[src/sv/ipv4cv_pkg.sv]
// Shared types, codes and helpers for the IPv4/L4 receive checksum checker.
package ipv4cv_pkg;

    // Bytes of link header before the IP header starts (fixed at 14 here).
    localparam int LinkHdrBytes = 14;

    localparam logic [16:0] PosMax    = 17'h1FFFF;
    localparam logic [7:0]  ProtoTcp  = 8'd6;
    localparam logic [7:0]  ProtoUdp  = 8'd17;
    localparam logic [3:0]  MinHdrWds = 4'd5;
    localparam logic [15:0] TcpMinLen = 16'd20;
    localparam logic [15:0] UdpMinLen = 16'd8;
    localparam logic [15:0] SumOk     = 16'hFFFF;

    // ip_status / transport_status codes
    localparam logic [1:0] StValid   = 2'd0;
    localparam logic [1:0] StInvalid = 2'd1;
    localparam logic [1:0] StUnknown = 2'd2;
    localparam logic [1:0] StNotChk  = 2'd3;

    // transport_kind codes
    localparam logic [1:0] KindOther = 2'd0;
    localparam logic [1:0] KindTcp   = 2'd1;
    localparam logic [1:0] KindUdp   = 2'd2;

    typedef struct packed {
        logic [1:0] ip_status;
        logic [1:0] transport_kind;
        logic [1:0] transport_status;
        logic       short_frame;
    } t_result;

    // 16-bit ones'-complement add with end-around carry
    function automatic logic [15:0] oc_add(input logic [15:0] a, input logic [15:0] b);
        logic [16:0] s;
        s = {1'b0, a} + {1'b0, b};
        return s[15:0] + {15'b0, s[16]};
    endfunction

endpackage

[src/sv/ipv4cv_ifs.sv]
// Valid/ready channel interfaces for frame bytes and per-frame results.
interface ipv4cv_in_if;
    logic       valid;
    logic       ready;
    logic [7:0] frame_byte;
    logic       frame_end;

    modport source (output valid, output frame_byte, output frame_end, input ready);
    modport sink   (input valid, input frame_byte, input frame_end, output ready);
endinterface

interface ipv4cv_out_if;
    logic       valid;
    logic       ready;
    logic [1:0] ip_status;
    logic [1:0] transport_kind;
    logic [1:0] transport_status;
    logic       short_frame;

    modport source (output valid, output ip_status, output transport_kind,
                    output transport_status, output short_frame, input ready);
    modport sink   (input valid, input ip_status, input transport_kind,
                    input transport_status, input short_frame, output ready);
endinterface

[src/sv/ipv4cv_parse.sv]
// Per-frame parse state, running checksums and end-of-frame verdict.
module ipv4cv_parse (
    input  logic                 i_clk,
    input  logic                 i_rst_n,
    input  logic                 i_step,
    input  logic [7:0]           i_byte,
    input  logic                 i_end,
    output ipv4cv_pkg::t_result  o_result
);
    import ipv4cv_pkg::*;

    logic [16:0] r_pos,  n_pos;
    logic [3:0]  r_hw,   n_hw;
    logic [15:0] r_dlen, n_dlen;
    logic [7:0]  r_proto, n_proto;
    logic [15:0] r_hsum, n_hsum;
    logic [15:0] r_tsum, n_tsum;
    logic [7:0]  r_pend, n_pend;
    logic        r_udpz, n_udpz;

    logic [16:0] rel;
    logic [16:0] tofs;
    logic [5:0]  hlen;
    logic [16:0] ipb;
    logic [15:0] tlen;
    logic [15:0] minlen;
    logic [15:0] fsum;
    logic        in_ip;

    always_comb begin
        n_pos   = (r_pos != PosMax) ? r_pos + 17'd1 : r_pos;
        n_hw    = r_hw;
        n_dlen  = r_dlen;
        n_proto = r_proto;
        n_hsum  = r_hsum;
        n_tsum  = r_tsum;
        n_pend  = r_pend;
        n_udpz  = r_udpz;
        in_ip   = r_pos >= 17'(LinkHdrBytes);
        rel     = r_pos - 17'(LinkHdrBytes);
        hlen    = {r_hw, 2'b00};
        tofs    = '0;
        if (in_ip) begin
            if (rel == 17'd0) n_hw = i_byte[3:0];
            if (rel == 17'd2) n_dlen[15:8] = i_byte;
            if (rel == 17'd3) n_dlen[7:0] = i_byte;
            if (rel == 17'd9) n_proto = i_byte;
            hlen = {n_hw, 2'b00};
            tofs = rel - {11'b0, hlen};
            if (rel < {11'b0, hlen}) begin
                if (!rel[0]) begin
                    n_pend = i_byte;
                end else begin
                    n_hsum = oc_add(r_hsum, {r_pend, i_byte});
                    // source and destination addresses seed the pseudo-header
                    if (rel >= 17'd12 && rel <= 17'd19)
                        n_tsum = oc_add(r_tsum, {r_pend, i_byte});
                end
            end else if (n_hw >= MinHdrWds && rel < {1'b0, n_dlen}) begin
                if (n_proto == ProtoUdp && (tofs == 17'd6 || tofs == 17'd7)
                    && i_byte != 8'd0)
                    n_udpz = 1'b0;
                if (!rel[0]) begin
                    // odd-length tail: pad with a zero low byte
                    if (rel + 17'd1 == {1'b0, n_dlen})
                        n_tsum = oc_add(r_tsum, {i_byte, 8'h00});
                    else
                        n_pend = i_byte;
                end else begin
                    n_tsum = oc_add(r_tsum, {r_pend, i_byte});
                end
            end
        end
    end

    // verdict from the state as it stands after this byte
    always_comb begin
        ipb    = r_pos - 17'(LinkHdrBytes - 1);
        tlen   = n_dlen - {10'b0, hlen};
        fsum   = oc_add(oc_add(n_tsum, {8'h00, n_proto}), tlen);
        minlen = (n_proto == ProtoTcp) ? TcpMinLen : UdpMinLen;
        o_result.short_frame      = 1'b0;
        o_result.ip_status        = StUnknown;
        o_result.transport_kind   = KindOther;
        o_result.transport_status = StNotChk;
        if (r_pos < 17'(LinkHdrBytes - 1)) begin
            o_result.short_frame = 1'b1;
        end else begin
            if (n_hw >= MinHdrWds && ipb >= {11'b0, hlen})
                o_result.ip_status = (n_hsum == SumOk) ? StValid : StInvalid;
            if (n_proto == ProtoTcp)
                o_result.transport_kind = KindTcp;
            else if (n_proto == ProtoUdp)
                o_result.transport_kind = KindUdp;
            if (n_proto == ProtoTcp || n_proto == ProtoUdp) begin
                if (n_hw < MinHdrWds || n_dlen < {10'b0, hlen} || tlen < minlen
                    || ipb < {1'b0, n_dlen})
                    o_result.transport_status = StUnknown;
                else if (n_proto == ProtoUdp && n_udpz)
                    o_result.transport_status = StNotChk;
                else
                    o_result.transport_status = (fsum == SumOk) ? StValid : StInvalid;
            end
        end
    end

    always_ff @(posedge i_clk) begin
        if (!i_rst_n || (i_step && i_end)) begin
            r_pos   <= '0;
            r_hw    <= '0;
            r_dlen  <= '0;
            r_proto <= '0;
            r_hsum  <= '0;
            r_tsum  <= '0;
            r_pend  <= '0;
            r_udpz  <= 1'b1;
        end else if (i_step) begin
            r_pos   <= n_pos;
            r_hw    <= n_hw;
            r_dlen  <= n_dlen;
            r_proto <= n_proto;
            r_hsum  <= n_hsum;
            r_tsum  <= n_tsum;
            r_pend  <= n_pend;
            r_udpz  <= n_udpz;
        end
    end

endmodule

[src/sv/ipv4_l4_checksum_validate.sv]
// Result path: a frame's last byte passes the input register, steps the parser and is registered in r_out.
// Throughput: one byte per cycle; a non-final byte never waits on the result side,
// a final byte waits only while the previous result is still held.
// Reset: synchronous, active low; clears the input and result valid flags and the
// per-frame parse state, which also returns to reset after each final byte.
module ipv4_l4_checksum_validate (
    input  logic          i_clk,
    input  logic          i_rst_n,
    ipv4cv_in_if.sink     i_frame,
    ipv4cv_out_if.source  o_result
);
    import ipv4cv_pkg::*;

    logic       r_in_valid;
    logic [7:0] r_in_byte;
    logic       r_in_end;
    logic       r_out_valid;
    t_result    r_out;
    t_result    res;
    logic       step;

    // a final byte needs a free result slot; other bytes just update state
    assign step          = r_in_valid && (!r_in_end || !r_out_valid || o_result.ready);
    assign i_frame.ready = !r_in_valid || step;

    ipv4cv_parse u_parse (
        .i_clk    (i_clk),
        .i_rst_n  (i_rst_n),
        .i_step   (step),
        .i_byte   (r_in_byte),
        .i_end    (r_in_end),
        .o_result (res)
    );

    always_ff @(posedge i_clk) begin
        if (!i_rst_n) begin
            r_in_valid <= 1'b0;
        end else if (i_frame.ready) begin
            r_in_valid <= i_frame.valid;
        end
    end

    always_ff @(posedge i_clk) begin
        if (i_frame.ready && i_frame.valid) begin
            r_in_byte <= i_frame.frame_byte;
            r_in_end  <= i_frame.frame_end;
        end
    end

    always_ff @(posedge i_clk) begin
        if (!i_rst_n) begin
            r_out_valid <= 1'b0;
        end else if (step && r_in_end) begin
            r_out_valid <= 1'b1;
        end else if (o_result.ready) begin
            r_out_valid <= 1'b0;
        end
    end

    always_ff @(posedge i_clk) begin
        if (step && r_in_end) begin
            r_out <= res;
        end
    end

    assign o_result.valid            = r_out_valid;
    assign o_result.ip_status        = r_out.ip_status;
    assign o_result.transport_kind   = r_out.transport_kind;
    assign o_result.transport_status = r_out.transport_status;
    assign o_result.short_frame      = r_out.short_frame;

endmodule

[src/flat_wrapper.sv]
// flat-port wrapper written by rule: the top's interface ports become plain ports
module ipv4_l4_checksum_validate_flat import ipv4cv_pkg::*;
  (i_clk, i_rst_n, i_frame_valid, i_frame_frame_byte, i_frame_frame_end, i_frame_ready, o_result_valid, o_result_ip_status, o_result_transport_kind, o_result_transport_status, o_result_short_frame, o_result_ready);
  ipv4cv_in_if i_frame_i ();
  ipv4cv_out_if o_result_i ();
  input  logic i_clk;
  input  logic i_rst_n;
  input wire logic [$bits(i_frame_i.valid)-1:0] i_frame_valid;
  input wire logic [$bits(i_frame_i.frame_byte)-1:0] i_frame_frame_byte;
  input wire logic [$bits(i_frame_i.frame_end)-1:0] i_frame_frame_end;
  output wire logic [$bits(i_frame_i.ready)-1:0] i_frame_ready;
  output wire logic [$bits(o_result_i.valid)-1:0] o_result_valid;
  output wire logic [$bits(o_result_i.ip_status)-1:0] o_result_ip_status;
  output wire logic [$bits(o_result_i.transport_kind)-1:0] o_result_transport_kind;
  output wire logic [$bits(o_result_i.transport_status)-1:0] o_result_transport_status;
  output wire logic [$bits(o_result_i.short_frame)-1:0] o_result_short_frame;
  input wire logic [$bits(o_result_i.ready)-1:0] o_result_ready;
  assign i_frame_i.valid = i_frame_valid;
  assign i_frame_i.frame_byte = i_frame_frame_byte;
  assign i_frame_i.frame_end = i_frame_frame_end;
  assign i_frame_ready = i_frame_i.ready;
  assign o_result_valid = o_result_i.valid;
  assign o_result_ip_status = o_result_i.ip_status;
  assign o_result_transport_kind = o_result_i.transport_kind;
  assign o_result_transport_status = o_result_i.transport_status;
  assign o_result_short_frame = o_result_i.short_frame;
  assign o_result_i.ready = o_result_ready;
  ipv4_l4_checksum_validate u_core (.i_clk(i_clk), .i_rst_n(i_rst_n), .i_frame(i_frame_i), .o_result(o_result_i));
endmodule
[config.mk]
export PLATFORM = sky130hd
export DESIGN_NAME = ipv4_l4_checksum_validate_flat
export DESIGN_NICKNAME = d
export VERILOG_FILES = /design/src/sv/ipv4cv_pkg.sv /design/src/sv/ipv4cv_ifs.sv /design/src/sv/ipv4cv_parse.sv /design/src/sv/ipv4_l4_checksum_validate.sv /design/src/flat_wrapper.sv
export SDC_FILE = /design/constraint.sdc
export NUM_CORES = 1
export LEC_CHECK = 0
export BUFFER_PORTS_ARGS = -buffer_cell sky130_fd_sc_hd__buf_2
export CAP_MARGIN = 20
export CORE_MARGIN = 4
export CORE_UTILIZATION = 59
export CTS_CLUSTER_DIAMETER = 30
export DETAILED_ROUTE_END_ITERATION = 6
export PLACE_DENSITY = 0.76
export SLEW_MARGIN = 25
export SYNTH_ARGS = -nofsm -noshare
export SYNTH_HDL_FRONTEND = slang
export SYNTH_SLANG_ARGS = --single-unit
export TNS_END_PERCENT = 100
[constraint.sdc]
create_clock -name i_clk -period 15.85 [get_ports i_clk]
set_input_delay 0.7925 -clock i_clk [delete_from_list [all_inputs] [get_ports i_clk]]
set_output_delay 0.7925 -clock i_clk [all_outputs]
set_load 0.05 [all_outputs]
======== Yosys cells after proc, flatten, opt, wreduce, memory -nomap -nowiden ========
Index checks and enable logic that the tools add are counted.
W data, S select, Z words.
storage, ports and cells
  flip-flop bits (word level) ............. 104
  bits in latches ......................... 0
  bits in writable memories ............... 0
  bits in read-only memories .............. 0
  input port bits ......................... 13
  output and inout bits ................... 9
  logic and storage cells ................. 137
  memories kept ........................... 0
cells by class
  add/subtract/negate cells ............... 16
  multiply operators ...................... 0
  div/mod/pow operators ................... 0
  order comparisons ....................... 13
  eq/ne operators ......................... 15
  shifts and indexed selects .............. 0
  mux-type cells .......................... 41
  bitwise operators ....................... 2
  reductions and logical operators ........ 32
operator list
  cell                     number
  $mux W16                 11
  $mux W8                  12
  $add A16 B1 Y16          5
  $add A16 B16 Y17         4
  $add A17 B1 Y17 const B  2
  $eq A17 B2 Y1 const B    2
  $eq A17 B3 Y1 const B    2
  $ge A17 B4 Y1 const B    2
  $lt A17 B16 Y1           2
  $sub A17 B4 Y17 const B  2
  $eq A16 B16 Y1 const B   2
  $add A16 B8 Y17          1
  $eq A17 B16 Y1           1
  $eq A17 B4 Y1 const B    1
  $ge A17 B6 Y1            1
  $le A17 B5 Y1 const B    1
  $logic_not A17 Y1        1
  $lt A17 B4 Y1 const B    1
  $lt A17 B6 Y1            1
  $ne A17 B17 Y1 const B   1
  $sub A17 B6 Y17          1
  $eq A8 B5 Y1 const B     2
  $lt A16 B5 Y1            1
  $lt A16 B6 Y1            1
  other kinds (20)         59

======== Depth between registers and ports, before layout ========
  word-level depth ........................ 18
  depth in mapped cells ................... 65
  depth with buffers taken out ............ 62

======== Cells and area by module ========
Synthesis repeated with hierarchy kept, for this count alone.
second synthesis, totals
  cells, all modules ...................... 1602
  area, all modules ....................... 12741.0 µm²
modules (own cells, without submodules)
  module                     times used  cells an instance  area each (µm²)  seq. area each (µm²)
  ipv4cv_parse               1           1574               12142.9          1721.7
  ipv4_l4_checksum_validate  1           28                 598.1            520.5

======== Worst setup path after synthesis ========
OpenSTA, ideal clock, no wires.
  path type ............................... flip-flop to flip-flop
  from .................................... register u_core.u_parse.r_pos[1]
  to ...................................... register u_core.r_out (netlist bit u_core.o_result.transport_status[0]), data pin
  library setup time ...................... 263 ps
  data arrival time ....................... 11520 ps
  setup slack ............................. 4067 ps
  stages on the path, launching flop included .. 62
  path buffers ............................ 4
  period minus slack after synthesis ...... 11783 ps
  cell sequence ........................... dfxtp_1 > ha_1 > clkbuf_1 > a2111oi_0 > xnor2_1 > clkinv_1 > nor4b_4 > and4_1 > buf_4 > nand3_4 > buf_4 > and2_1 > nor2_1 > ha_1 > a21o_1 > a211o_1 > o31ai_1 > and4b_1 > (+26 left out) > a21oi_1 > o21ai_0 > a21oi_1 > o21ai_0 > nand2b_1 > a21o_1 > a21o_1 > a21o_1 > a21o_1 > ha_1 > ha_1 > o21a_1 > o22ai_1 > a21oi_1 > a2111oi_0 > nand3_1 > nor3_1 > a31oi_1
on the way
  longest elaborated chain between the ends .. 18
ends and longest elaborated chain
  what                                                                     RTL line                         RTL
  start: declaration                                                       ipv4cv_parse.sv:12               logic [16:0] r_pos, n_pos;
  start signal: assignment                                                 ipv4cv_parse.sv:118              r_pos <= n_pos;
  parallel branches: the longest is 9 deep, another holds $sub A17 B4 Y17  -
  $mux W16 *                                                               ipv4cv_parse.sv:43               if (in_ip) begin
  named net u_core.u_parse.n_tsum[1]                                       ipv4cv_parse.sv:17               logic [15:0] r_tsum, n_tsum;
  $add A16 B8 Y17 *                                                        ipv4cv_pkg.sv:36                 s = {1'b0, a} + {1'b0, b};
  $add A16 B1 Y16 *                                                        ipv4cv_pkg.sv:37                 return s[15:0] + {15'b0, s[16]};
  $add A16 B16 Y17 *                                                       ipv4cv_pkg.sv:36
  $add A16 B1 Y16 *                                                        ipv4cv_pkg.sv:37
  $eq A16 B16 Y1 *                                                         ipv4cv_parse.sv:102              o_result.transport_status = (fsum == SumOk) ? StValid : StInvalid;
  $mux W1 *                                                                ipv4cv_parse.sv:102
  $mux W1 *                                                                ipv4cv_parse.sv:99               else if (n_proto == ProtoUdp && n_udpz)
  $mux W1 *                                                                ipv4cv_parse.sv:96               if (n_hw < MinHdrWds || n_dlen < {10'b0, hlen} || tlen < minlen
  end signal: assignment                                                   ipv4_l4_checksum_validate.sv:62  r_out <= res;
  end: declaration                                                         ipv4_l4_checksum_validate.sv:18  t_result r_out;
Mark *: on every way through the listed nets, which the timed path passes. The select of a mux whose other input is x is not followed.
A chain may end at the register's enable or synchronous reset.

======== Final worst setup path ========
Same ends and word-level chain as after synthesis.

==> flow_summary.ini <==
[sta]
final_period_minus_worst_setup_slack_ns = 13.86
final_period_utilization = 0.874
grt_setup_unrepaired = no
clock_skew_ns = 0.0138
max_slew_margin = 0.397
max_freq_mhz = 72.1
final_max_slew_viol_count = 0
worst-slew-pin-transition_ns = 0.900
fin_worst_hold_slack_ns = 0.461
setup_tns_ns = 0
setup_viol_count_final = 0
finalHoldViolations = 0

[pwr]
clkPwrFrac = 0.407
p_sw_uw = 151
sw_frac_of_total = 0.279
power.internal_uw = 392
pwr_density_cell_nw_per_um2 = 42.7
power_frac_seq = 0.498
p_leak_nw = 5.27
comb_power_share = 0.094
post-layout-total-power_uw = 544
max-vdd-ir-drop_mv = 0.0627

[detailed_routing]
wl_per_cell_um = 19.7
totalWireLength_um = 36400
ant_nets = 0
drt-vias-per-instance = 6.22
drt_drc_violations_left = 0
drt_pre_antenna_iters = 5
route.vias.total = 11500
initialDrtViolationCount = 944

[yosys]
synth_sequential_area_ratio = 0.185
number_of_enable_type_register_cells_in_the_synthesized_netlist = 16
mapped_avg_cell_area_um2 = 7.60
synth.lib_cells_used.distinct = 91
yosysTopAreaCell = dfxtp_1
synthesis.instances = 1596
yosys_warnings = 0
post_synth_instance_area_um2 = 12100
ys.flop_type = dfxtp_1
ys_seq_elements = 104
synth.area.top_cells = dfxtp_1 (15%), ha_1 (13%), xnor2_1 (8.4%)
ys_async_sr_fraction = 0
yosys-top-cells-count = nor2_1 (191), ha_1 (129), a21oi_1 (128), xnor2_1 (117), nand2_1 (106)
synthDominantCellAreaShare = 0.145
yosysMostFrequentCell = nor2_1
postSynthNetCount = 1745

[global_route]
grt_start_max_net_pins = 75
grt.overflow.total = 0
grt_util_all_layers = 0.321
number_of_global_route_vias_before_repair = 10700
grt_antenna_before_repair = 0
grt_first_pass_wirelength_um = 57200

[floorplanning]
coreArea_um2 = 20200
initial_core_util = 0.600
die-width_um = 151
die_outline_area_um2 = 22900
dieHeight_um = 151
ioPinCount = 22
row_count = 52

[clocking]
clock_root_buffer_master = clkbuf_16
htreeDepth = 3
post_cts_hold_buffer_count = 0
cts_tree = done
post_cts_resize_count = 0
cts_buffer_depth = 2
post_cts.repair.setup_buffers = 0
worst_skew_pair_latency_ns = 0.37
numCtsBuffers = 9
cts.sink_count = 104
clk_pin_slew_worst_paths_ns = 0.08

[cells_and_area]
post-route-util = 0.629
fillCellCount = 1843
diodes = 0
drive_gt1_frac = 0.0607
nets = 1725
layoutNonFillerInstCount = 1851
area.growth.synth_to_final_pct = 4.80

[setup_path]
r2r-start = u_core.u_parse.r_pos[1]
critical_path_class = reg2reg
critical-path-max-stage-delay_ns = 0.74
crit_required_ns = 15.96
start_kind = register
timing.critical_path.to_type = register
critPathArrivalTime_ns = 13.97
worst-path-max-fanout = 17
crit_start = u_core.u_parse.r_pos[1]
crit_slowest_cell = nand4b_1

[min_path]
min-delay-path-class = reg2reg
worst_hold_startpoint = u_core.u_parse.r_udpz

[placement]
place_congestion = 1.02
hpwlAfterDp_um = 28800
dp.cells = 1835
placement.io_buffers = 21

[run]
timing.max_cap.violations = 0

[run_status]
outcome = finished clean
-- layout make-up --
class | count | area, um2 | area share
multi-input combinational | 1344 | 9330 | 0.734
sequential | 104 | 2240 | 0.176
clock inverter | 7 | 55.1 | 0.00433
tap | 270 | 338 | 0.0266
clock buffer | 9 | 225 | 0.0177
timing repair buffer | 38 | 233 | 0.0183
inverter | 79 | 297 | 0.0233
-- metal layers --
| metal | global-route usage | vias to the layer above | share of wire | wire length, um |
|---|---|---|---|---|
| met4 | 0.0988 | 0 | 0.028 | 1010 |
| met5 | 0 | - | 0 | 0 |
| met2 | 0.510 | 395 | 0.44 | 16100 |
| met1 | 0.434 | 5329 | 0.45 | 16600 |
| li1 | - | 5714 | - | - |
| met3 | 0.0709 | 70 | 0.075 | 2740 |
-- placed cells by master (no fill, tap or decap), types with 4 or more instances in the layout --
master and instances:
a31oi_1 12, and3_1 29, o21ai_0 82, edfxtp_1 16
nor2b_1 25, o2111ai_1 4, or4_1 10, nand2_1 105
fa_1 7, nand2b_1 19, a32oi_1 4, nor3_1 38
or3_1 17, nand3_1 62, nor3b_1 7, nand4_1 30
xnor2_1 117, ha_1 129, dfxtp_1 88, buf_4 17
a211oi_1 39, buf_2 21, and4_1 7, o31ai_1 8
a21o_1 31, and2_1 13, or2_2 5, o21a_1 14
nor4_2 4, clkbuf_16 9, inv_1 78, nor2_1 190
a21oi_1 128, o21bai_1 14, o22ai_1 5, xor2_1 60
mux2i_1 35, nor4_1 17
-- power by group through the flow --
stage	clock [mW]	sequential [mW]	combinational, mW
floorplan	0	0.279	0.0298
global placement	0	0.277	0.0499
detailed placement	0	0.277	0.0500
CTS	0.226	0.271	0.0503
global route	0.234	0.271	0.0553
finish	0.222	0.271	0.0514
-- sequential cells by signal, summed over array words and instances (netlist names), 4 cells and up --
| register | flops |
|---|---|
| u_core.u_parse.r_hw | 4 |
| u_core.u_parse.r_pend | 8 |
| u_core.r_in_byte | 8 |
| u_core.u_parse.r_tsum | 16 |
| u_core.u_parse.r_dlen | 16 |
| u_core.u_parse.r_pos | 17 |
| u_core.u_parse.r_proto | 8 |
| u_core.u_parse.r_hsum | 16 |
-- final timing paths --
check	endpoint	slack, ns	cells past startpoint
min	u_core.u_parse.r_udpz	0.46	2
min reg2reg	u_core.u_parse.r_udpz	0.46	2
max reg2reg	u_core.o_result.transport_status[0]	1.99	60
max	u_core.o_result.transport_status[0]	1.99	60
-- critical path: cells and delay by family, from the launching register on --
family	cells	cell delay [ns]
AO/OA/AOI/OAI	31	5.61
XOR/XNOR	2	0.42
adder cells (fa/ha/maj)	9	2.50
buffers and inverters	1	0.33
flip-flops	1	0.39
AND/OR/NAND/NOR	17	4.36
-- cells by family (layout without fill, tap and decap cells) --
family | Yosys count | count (layout) | share of synthesized area
DFF | 104 | 104 | 0.185
and+or+nand+nor | 606 | 606 | 0.255
adders and majority gates | 136 | 136 | 0.145
xor gates and xnor gates | 178 | 178 | 0.130
muxes | 40 | 40 | 0.0348
buffers and inverters | 148 | 133 | 0.0490
AOI/OAI and AO/OA | 384 | 384 | 0.202
-- per-stage QoR --
| step | setup WS (ns) | area [um2] |
|---|---|---|
| global placement | 2.61 | 12400 |
| global route | 0.776 | 12700 |
| floorplan | 4.07 | 12100 |
| finish | 1.99 | 12700 |
| CTS | 2.06 | 12700 |
| detailed placement | 2.13 | 12400 |
(Power assumes the default switching activity.)
